$ cat config.mk
export PLATFORM = sky130hd
export DESIGN_NAME = first_order_shelving_filter
export DESIGN_NICKNAME = d
export VERILOG_FILES = /design/src/rtl/fosf_pkg.sv /design/src/rtl/fosf_ctrl.sv /design/src/rtl/fosf_datapath.sv /design/src/rtl/first_order_shelving_filter.sv
export SDC_FILE = /design/constraint.sdc
export NUM_CORES = 2
export LEC_CHECK = 0
export BUFFER_PORTS_ARGS = -buffer_cell sky130_fd_sc_hd__buf_2
export CAP_MARGIN = 20
export CORE_ASPECT_RATIO = 1.1
export CORE_MARGIN = 2
export CORE_UTILIZATION = 50
export DETAILED_ROUTE_END_ITERATION = 7
export GPL_TIMING_DRIVEN = 0
export PLACE_DENSITY_LB_ADDON = 0.08
export SLEW_MARGIN = 0
export SYNTH_ARGS = -nofsm -noshare
export SYNTH_HDL_FRONTEND = slang
export SYNTH_SLANG_ARGS = --single-unit
$ cat constraint.sdc
create_clock -name clk -period 14.54 [get_ports clk]
set_input_delay 0 -clock clk [delete_from_list [all_inputs] [get_ports clk]]
set_output_delay 0 -clock clk [all_outputs]
set_load 0.03 [all_outputs]
$ cat src/rtl/fosf_pkg.sv
`timescale 1ns / 1ps
// ----------------------------------------------------------------------------
// fosf_pkg
// Shared widths, codes, command type and arithmetic helpers for the
// first-order shelving filter.
// ----------------------------------------------------------------------------
package fosf_pkg;

	localparam int SAMPLE_W  = 24;
	localparam int CHANNELS  = 2;
	localparam int STATE_W   = SAMPLE_W + 2;
	localparam int COEF_W    = 24;
	localparam int COEF_FRAC = 23;
	localparam int GAIN_FRAC = 20;

	// multiplier B operand carries x +/- y1, the widest of its three uses
	localparam int MOPB_W    = STATE_W + 1;
	localparam int PROD_W    = COEF_W + MOPB_W;
	localparam int RND_A_W   = PROD_W - COEF_FRAC;
	localparam int ACC_W     = RND_A_W + 1;
	localparam int RND_G_W   = PROD_W - GAIN_FRAC;
	localparam int OUT_ACC_W = RND_G_W + 1;

	// configuration register indexes
	localparam int REG_IDX_W = 2;
	localparam logic [REG_IDX_W-1:0] REG_COEF_A     = 2'd0;
	localparam logic [REG_IDX_W-1:0] REG_HALF_GAIN  = 2'd1;
	localparam logic [REG_IDX_W-1:0] REG_SHELF_TYPE = 2'd2;

	// multiplier operand selection
	localparam logic [1:0] MSEL_W  = 2'd0;
	localparam logic [1:0] MSEL_XH = 2'd1;
	localparam logic [1:0] MSEL_S  = 2'd2;

	typedef struct packed {
		logic       accept;
		logic       mul_en;
		logic [1:0] mul_sel;
		logic       load_xh;
		logic       load_y1;
		logic       load_out;
	} cmd_t;

	function automatic logic signed [STATE_W-1:0] sat_state(
		input logic signed [ACC_W-1:0] v);
		if (&v[ACC_W-1:STATE_W-1] || ~|v[ACC_W-1:STATE_W-1])
			return v[STATE_W-1:0];
		else if (v[ACC_W-1])
			return {1'b1, {(STATE_W-1){1'b0}}};
		else
			return {1'b0, {(STATE_W-1){1'b1}}};
	endfunction

	function automatic logic signed [SAMPLE_W-1:0] sat_sample(
		input logic signed [OUT_ACC_W-1:0] v);
		if (&v[OUT_ACC_W-1:SAMPLE_W-1] || ~|v[OUT_ACC_W-1:SAMPLE_W-1])
			return v[SAMPLE_W-1:0];
		else if (v[OUT_ACC_W-1])
			return {1'b1, {(SAMPLE_W-1){1'b0}}};
		else
			return {1'b0, {(SAMPLE_W-1){1'b1}}};
	endfunction

endpackage

$ cat src/rtl/fosf_ctrl.sv
`timescale 1ns / 1ps
// ----------------------------------------------------------------------------
// fosf_ctrl
// Sequencer: steps one word through the shared multiplier and owns the
// input and output handshakes.
// ----------------------------------------------------------------------------
module fosf_ctrl
	import fosf_pkg::*;
(
	input  logic clk,
	input  logic arst_n,
	input  logic in_valid,
	output logic in_stall,
	output logic out_valid,
	input  logic out_stall,
	output cmd_t cmd
);

	localparam logic [2:0] S_IDLE = 3'd0;
	localparam logic [2:0] S_XH   = 3'd1;
	localparam logic [2:0] S_P2   = 3'd2;
	localparam logic [2:0] S_Y1   = 3'd3;
	localparam logic [2:0] S_P3   = 3'd4;
	localparam logic [2:0] S_YO   = 3'd5;

	logic [2:0] state_q;
	logic [2:0] state_d;
	logic       out_valid_q;
	logic       out_full;

	assign out_full  = out_valid_q && out_stall;
	assign in_stall  = (state_q != S_IDLE);
	assign out_valid = out_valid_q;

	always_comb begin
		cmd     = '0;
		state_d = state_q;
		unique case (state_q)
			S_IDLE: begin
				cmd.accept  = in_valid;
				cmd.mul_en  = in_valid;
				cmd.mul_sel = MSEL_W;
				if (in_valid)
					state_d = S_XH;
			end
			S_XH: begin
				cmd.load_xh = 1'b1;
				state_d     = S_P2;
			end
			S_P2: begin
				cmd.mul_en  = 1'b1;
				cmd.mul_sel = MSEL_XH;
				state_d     = S_Y1;
			end
			S_Y1: begin
				cmd.load_y1 = 1'b1;
				state_d     = S_P3;
			end
			S_P3: begin
				cmd.mul_en  = 1'b1;
				cmd.mul_sel = MSEL_S;
				state_d     = S_YO;
			end
			S_YO: begin
				// hold until the output register is free
				cmd.load_out = !out_full;
				if (!out_full)
					state_d = S_IDLE;
			end
			default: begin
				state_d = S_IDLE;
			end
		endcase
	end

	always_ff @(posedge clk or negedge arst_n) begin
		if (!arst_n) begin
			state_q     <= S_IDLE;
			out_valid_q <= 1'b0;
		end else begin
			state_q <= state_d;
			if (cmd.load_out)
				out_valid_q <= 1'b1;
			else if (!out_stall)
				out_valid_q <= 1'b0;
		end
	end

	a_accept_starts: assert property (@(posedge clk) disable iff (!arst_n)
		(in_valid && !in_stall) |=> (state_q == S_XH))
		else $error("accepted word did not start the sequence");

	a_no_overwrite: assert property (@(posedge clk) disable iff (!arst_n)
		(out_valid && out_stall) |=> out_valid)
		else $error("stalled output word dropped");

	a_one_load: assert property (@(posedge clk) disable iff (!arst_n)
		$onehot0({cmd.accept, cmd.load_xh, cmd.load_y1, cmd.load_out}))
		else $error("more than one load step in a cycle");

	a_valid_source: assert property (@(posedge clk) disable iff (!arst_n)
		$rose(out_valid) |-> ($past(state_q) == S_YO))
		else $error("output valid raised outside the output step");

endmodule

$ cat src/rtl/fosf_datapath.sv
`timescale 1ns / 1ps
// ----------------------------------------------------------------------------
// fosf_datapath
// Configuration registers, per-channel allpass state, shared multiplier,
// rounding and saturation, and the output register.
// ----------------------------------------------------------------------------
module fosf_datapath
	import fosf_pkg::*;
(
	input  logic                       clk,
	input  logic                       arst_n,
	input  cmd_t                       cmd,
	input  logic                       wr_en,
	input  logic [REG_IDX_W-1:0]       wr_index,
	input  logic [COEF_W-1:0]          wr_data,
	input  logic signed [SAMPLE_W-1:0] sample_in,
	input  logic                       channel_in,
	output logic signed [SAMPLE_W-1:0] sample_out,
	output logic                       channel_out
);

	localparam logic signed [PROD_W-1:0] HALF_A = PROD_W'(1) << (COEF_FRAC - 1);
	localparam logic signed [PROD_W-1:0] HALF_G = PROD_W'(1) << (GAIN_FRAC - 1);

	logic signed [COEF_W-1:0]   coef_a_q;
	logic signed [COEF_W-1:0]   half_gain_q;
	logic                       shelf_type_q;
	logic signed [STATE_W-1:0]  chan_state_q [CHANNELS];

	logic signed [SAMPLE_W-1:0] x_q;
	logic                       ch_q;
	logic signed [STATE_W-1:0]  w_q;
	logic signed [STATE_W-1:0]  xh_q;
	logic signed [STATE_W-1:0]  y1_q;
	logic signed [PROD_W-1:0]   prod_q;
	logic signed [SAMPLE_W-1:0] sample_out_q;
	logic                       channel_out_q;

	logic signed [COEF_W-1:0]   op_a;
	logic signed [MOPB_W-1:0]   op_b;
	logic signed [MOPB_W-1:0]   mix;
	logic signed [PROD_W-1:0]   prod_d;
	logic signed [PROD_W-1:0]   rnd_a_sum;
	logic signed [PROD_W-1:0]   rnd_g_sum;
	logic signed [RND_A_W-1:0]  rnd_a;
	logic signed [RND_G_W-1:0]  rnd_g;
	logic signed [ACC_W-1:0]    xh_acc;
	logic signed [ACC_W-1:0]    y1_acc;
	logic signed [OUT_ACC_W-1:0] out_acc;

	// low shelf adds the allpass output, high shelf subtracts it
	assign mix = shelf_type_q ? (MOPB_W'(x_q) - MOPB_W'(y1_q))
	                          : (MOPB_W'(x_q) + MOPB_W'(y1_q));

	always_comb begin
		op_a = (cmd.mul_sel == MSEL_S) ? half_gain_q : coef_a_q;
		unique case (cmd.mul_sel)
			MSEL_W:  op_b = MOPB_W'(chan_state_q[channel_in]);
			MSEL_XH: op_b = MOPB_W'(xh_q);
			MSEL_S:  op_b = mix;
			default: op_b = '0;
		endcase
	end

	assign prod_d    = PROD_W'(op_a) * PROD_W'(op_b);
	assign rnd_a_sum = prod_q + HALF_A;
	assign rnd_g_sum = prod_q + HALF_G;
	assign rnd_a     = rnd_a_sum[PROD_W-1:COEF_FRAC];
	assign rnd_g     = rnd_g_sum[PROD_W-1:GAIN_FRAC];
	assign xh_acc    = ACC_W'(x_q) - ACC_W'(rnd_a);
	assign y1_acc    = ACC_W'(rnd_a) + ACC_W'(w_q);
	assign out_acc   = OUT_ACC_W'(x_q) + OUT_ACC_W'(rnd_g);

	always_ff @(posedge clk or negedge arst_n) begin
		if (!arst_n) begin
			coef_a_q     <= '0;
			half_gain_q  <= '0;
			shelf_type_q <= 1'b0;
			for (int i = 0; i < CHANNELS; i++)
				chan_state_q[i] <= '0;
		end else begin
			if (wr_en) begin
				unique case (wr_index)
					REG_COEF_A:     coef_a_q     <= wr_data;
					REG_HALF_GAIN:  half_gain_q  <= wr_data;
					REG_SHELF_TYPE: shelf_type_q <= wr_data[0];
					default: ;
				endcase
			end
			if (cmd.load_xh)
				chan_state_q[ch_q] <= sat_state(xh_acc);
		end
	end

	always_ff @(posedge clk) begin
		if (cmd.accept) begin
			x_q  <= sample_in;
			ch_q <= channel_in;
			w_q  <= chan_state_q[channel_in];
		end
		if (cmd.mul_en)
			prod_q <= prod_d;
		if (cmd.load_xh)
			xh_q <= sat_state(xh_acc);
		if (cmd.load_y1)
			y1_q <= sat_state(y1_acc);
		if (cmd.load_out) begin
			sample_out_q  <= sat_sample(out_acc);
			channel_out_q <= ch_q;
		end
	end

	assign sample_out  = sample_out_q;
	assign channel_out = channel_out_q;

endmodule

$ cat src/rtl/first_order_shelving_filter.sv
`timescale 1ns / 1ps
// ----------------------------------------------------------------------------
// first_order_shelving_filter
// Stereo first-order shelving filter on an allpass section.
//
// Input channel: in_valid / in_stall with sample_in (signed Q1.23) and
// channel_in (0 left, 1 right). A word is taken when in_valid is high and
// in_stall is low. Output channel: out_valid / out_stall with sample_out
// and channel_out, one result word for every input word, in order.
// A taken word then goes XH, P2, Y1, P3, YO; YO registers the result.
// A new word is taken only when the sequence is idle: the single shared
// multiplier runs the three dependent products a*w, a*xh and
// half_gain*(x +/- y1), each followed by a rounding/saturation step.
// The output register holds a finished word while out_stall is high; the
// next input word is still taken and runs up to its output step, where it
// waits until the output register is free.
// Reset clears the coefficients, the shelf type and both channel states.
// Registers are written through wr_en / wr_index / wr_data, by the user only
// while idle (unenforced): 0 coef_a, 1 half_gain, 2 shelf_type, rest ignored.
// ----------------------------------------------------------------------------
module first_order_shelving_filter
	import fosf_pkg::*;
(
	input  logic                       clk,
	input  logic                       arst_n,
	input  logic                       in_valid,
	output logic                       in_stall,
	input  logic signed [SAMPLE_W-1:0] sample_in,
	input  logic                       channel_in,
	output logic                       out_valid,
	input  logic                       out_stall,
	output logic signed [SAMPLE_W-1:0] sample_out,
	output logic                       channel_out,
	input  logic                       wr_en,
	input  logic [REG_IDX_W-1:0]       wr_index,
	input  logic [COEF_W-1:0]          wr_data
);

	cmd_t cmd;

	// sequencer: handshakes and step order
	fosf_ctrl u_ctrl (
		.clk       (clk),
		.arst_n    (arst_n),
		.in_valid  (in_valid),
		.in_stall  (in_stall),
		.out_valid (out_valid),
		.out_stall (out_stall),
		.cmd       (cmd)
	);

	// arithmetic, channel state and output word register
	fosf_datapath u_datapath (
		.clk         (clk),
		.arst_n      (arst_n),
		.cmd         (cmd),
		.wr_en       (wr_en),
		.wr_index    (wr_index),
		.wr_data     (wr_data),
		.sample_in   (sample_in),
		.channel_in  (channel_in),
		.sample_out  (sample_out),
		.channel_out (channel_out)
	);

endmodule
==> results by group <==
Outcome
  – Run status: complete, no violations

Setup path
  – FF-to-FF path depth: 40
  – Critical path class: reg2reg
  – Crit-path max cell delay: 0.67 ns
  – Startpoint Class: flop
  – CP required: 14.88 ns
  – Worst-path fanout max: 10
  – Worst Setup End Kind: flop
  – Critical path's slowest cell: or4_1
  – R2R Path End: u_datapath.prod_q[41]
  – Worst R2R Setup Slack: 1.33 ns
  – Worst EP arrival: 13.55 ns
  – Critical R2R Launch: u_datapath.y1_q[2]
  – CP dominant cell by count: fa_1

GRT
  – Remaining global-route overflow: 0
  – First-pass GRT wire length: 217,000 um
  – Vias in the first global route: 34,628
  – Largest net degree at the start of global routing: 88
  – Initial antenna violation count: 0
  – Total track usage: 0.348

STA
  – Fmax: 0.0757 GHz
  – Number of hold violations in the final report: 0
  – Max-slew violation count: 0
  – Final setup TNS: 0 ns
  – Layout Skew: 0.0368 ns
  – Hold_ws: 0.0150 ns
  – Period utilization: 0.909
  – Headroom to the max-slew limit: 0.132
  – Setup-failing EPs final: 0
  – Unrepaired setup endpoints after global routing: false
  – Minimum clock period: 13.21 ns
  – Tightest Pin Transition: 1.30 ns

Floorplanning
  – Full die area: 84,800 um^2
  – Initial cell density of the core: 0.504
  – CORE AREA: 81,800 um^2
  – Num ports: 83
  – Die width: 278 um
  – FP Rows: 110
  – Die height: 305 um

Cells and area
  – Final Util: 0.547
  – Layout area overhead: 8.46%
  – Layout cells sized above 1: 0.0613
  – Final #Nets: 5,675
  – Final Cell Area: 44,700 um^2

Clock tree
  – Post-cts sizing count: 0
  – Clock buffer depth: 3
  – Post-CTS setup repair buffer count: 0
  – Clock sink total: 265
  – Num CTS Buffers: 28
  – Worst-Skew Late Latency: 0.60 ns
  – Hold buffers post-CTS: 58
  – CTS tree: yes
  – Reg clk slew, reported paths: 0.06 ns
  – Clock root buffer: clkbuf_16
  – CTS H-Tree Depth: 1

Yosys
  – Distinct cells, synth: 91
  – Synth Area in Adders: 0.402
  – Seq cells post-synth: 265
  – Xor/xnor share of the synthesized area: 0.0482
  – Synth Warn #: 0
  – Sequential-to-total area share from yosys stat: 0.180
  – Synth Flop Type: edfxtp_1
  – Synthesized area per cell: 9.14 um^2
  – Top cells by area, synth: fa_1 (32%), edfxtp_1 (12%), ha_1 (7.8%)
  – Mapped Cells: 4,509
  – Main combinational cell family by area after synthesis: adder cells
  – Synth area leader: fa_1
  – Asr flop ratio synth: 0.396
  – Top-count cell post-synth: inv_1
  – Mux contribution to synthesized area: 0.0272
  – Share of the synthesized area in the top cell type: 0.324
  – Compound-Gate Fraction of Synth Area: 0.116
  – Top cells by count, synth: inv_1 (800), fa_1 (667), nand2_1 (617)
  – Net Count, Synth: 5,488
  – Number of synthesized flops with an enable pin: 160
  – Area of the mapped netlist: 41,200 um^2
  – Post-Synth Simple-Gate Area: 0.135

Placed design
  – Cell Area, Placed: 43,200 um^2
  – Gp weighted congestion: 0.974
  – HPWL Detailed: 121,000 um
  – Port bufs: 82

Route
  – Vias: 33,387
  – Drt via density: 5.77
  – Drt drc: 0
  – Initial DRC Count: 3,022
  – Total Wirelength: 146,000 um
  – Drt wl/cell: 25.2 um
  – Pre-Repair DR Iteration Count: 6
  – Antenna-violating nets left: 0

Run
  – Max-Cap Viols: 0

Min path
  – Worst min path class: in2async
## metal layers
metal | global-route usage | routed length [um]
met1 | 0.435 | 56600
met2 | 0.586 | 69300
met3 | 0.0650 | 11900
met4 | 0.160 | 7890
met5 | 0 | 0
## cell usage in the layout (no fill, tap or decap), types with 63 or more instances in the layout
cell type | netlist | layout
a21o_1 | 91 | 91
a21oi_1 | 209 | 209
and2_1 | 63 | 63
buf_2 | 20 | 104
clkbuf_1 | 158 | 161
dfrtp_1 | 105 | 105
edfxtp_1 | 160 | 160
fa_1 | 667 | 667
ha_1 | 256 | 256
inv_1 | 800 | 800
mux2_2 | 79 | 79
nand2_1 | 617 | 617
nand3_1 | 73 | 73
nor2_1 | 293 | 291
o21ai_0 | 109 | 109
o21ai_1 | 69 | 69
xnor2_1 | 138 | 138
xor2_1 | 89 | 89
## cells by family after synthesis
family / count (synthesis)
and+or+nand+nor: 1264
buffers and inverters: 991
adders and majority gates: 925
AOI/OAI and AO/OA: 735
DFF: 265
xor gates and xnor gates: 227
muxes: 102
## final cells by class
cell class	count	area [um^2]
flip-flops and latches	265	7430
clock buffers	35	790
fillers	7638	37000
clock inverters	17	143
repair buffers	157	1190
well taps	1064	1330
multi-input cells	3253	30100
diodes	1	2.50
plain buffers	190	769
inverters	801	3010
## how the worst max path moves through the flow
stage                            start               endpoint
floorplan           u_datapath.y1_q[2]  u_datapath.prod_q[45]
global placement    u_datapath.y1_q[2]  u_datapath.prod_q[44]
detailed placement  u_datapath.y1_q[2]  u_datapath.prod_q[44]
CTS                 u_datapath.y1_q[2]  u_datapath.prod_q[44]
global route        u_datapath.y1_q[7]  u_datapath.prod_q[41]
finish              u_datapath.y1_q[2]  u_datapath.prod_q[41]
## per-stage QoR
| step | std cells | worst slack (ns) |
|---|---|---|
| global placement | 5655 | 0.982 |
| floorplan | 4509 | 3.96 |
| detailed placement | 5670 | 1.46 |
| finish | 5783 | 1.33 |
| CTS | 5780 | 1.43 |
| global route | 5782 | 0.829 |
## state kept, by name, indices dropped and copies added (netlist names)
name / flops
u_datapath.x_q: 24
u_datapath.sample_out: 24
u_ctrl.out_valid: 1
u_datapath.prod_q: 32
u_datapath.w_q: 26
u_datapath.ch_q: 1
u_ctrl.state_q: 3
u_datapath.coef_a_q: 24
u_datapath.xh_q: 26
u_datapath.shelf_type_q: 1
u_datapath.channel_out: 1
u_datapath.chan_state_q: 52
u_datapath.half_gain_q: 24
u_datapath.y1_q: 26
## worst max-delay path: cells and delay by family, from the launching register on
| kind | cells | cell delay [ns] |
|---|---|---|
| XOR/XNOR | 2 | 0.31 |
| adder cells (fa/ha/maj) | 9 | 4.26 |
| multiplexers | 1 | 0.59 |
| AND/OR/NAND/NOR | 8 | 2.10 |
| AO/OA/AOI/OAI | 13 | 4.26 |
| flip-flops | 1 | 0.47 |
| buffers and inverters | 7 | 0.99 |
Power is left out: the tool's default activity adds up to more than one toggle a clock period on the data nets, which glitch-free logic cannot reach.
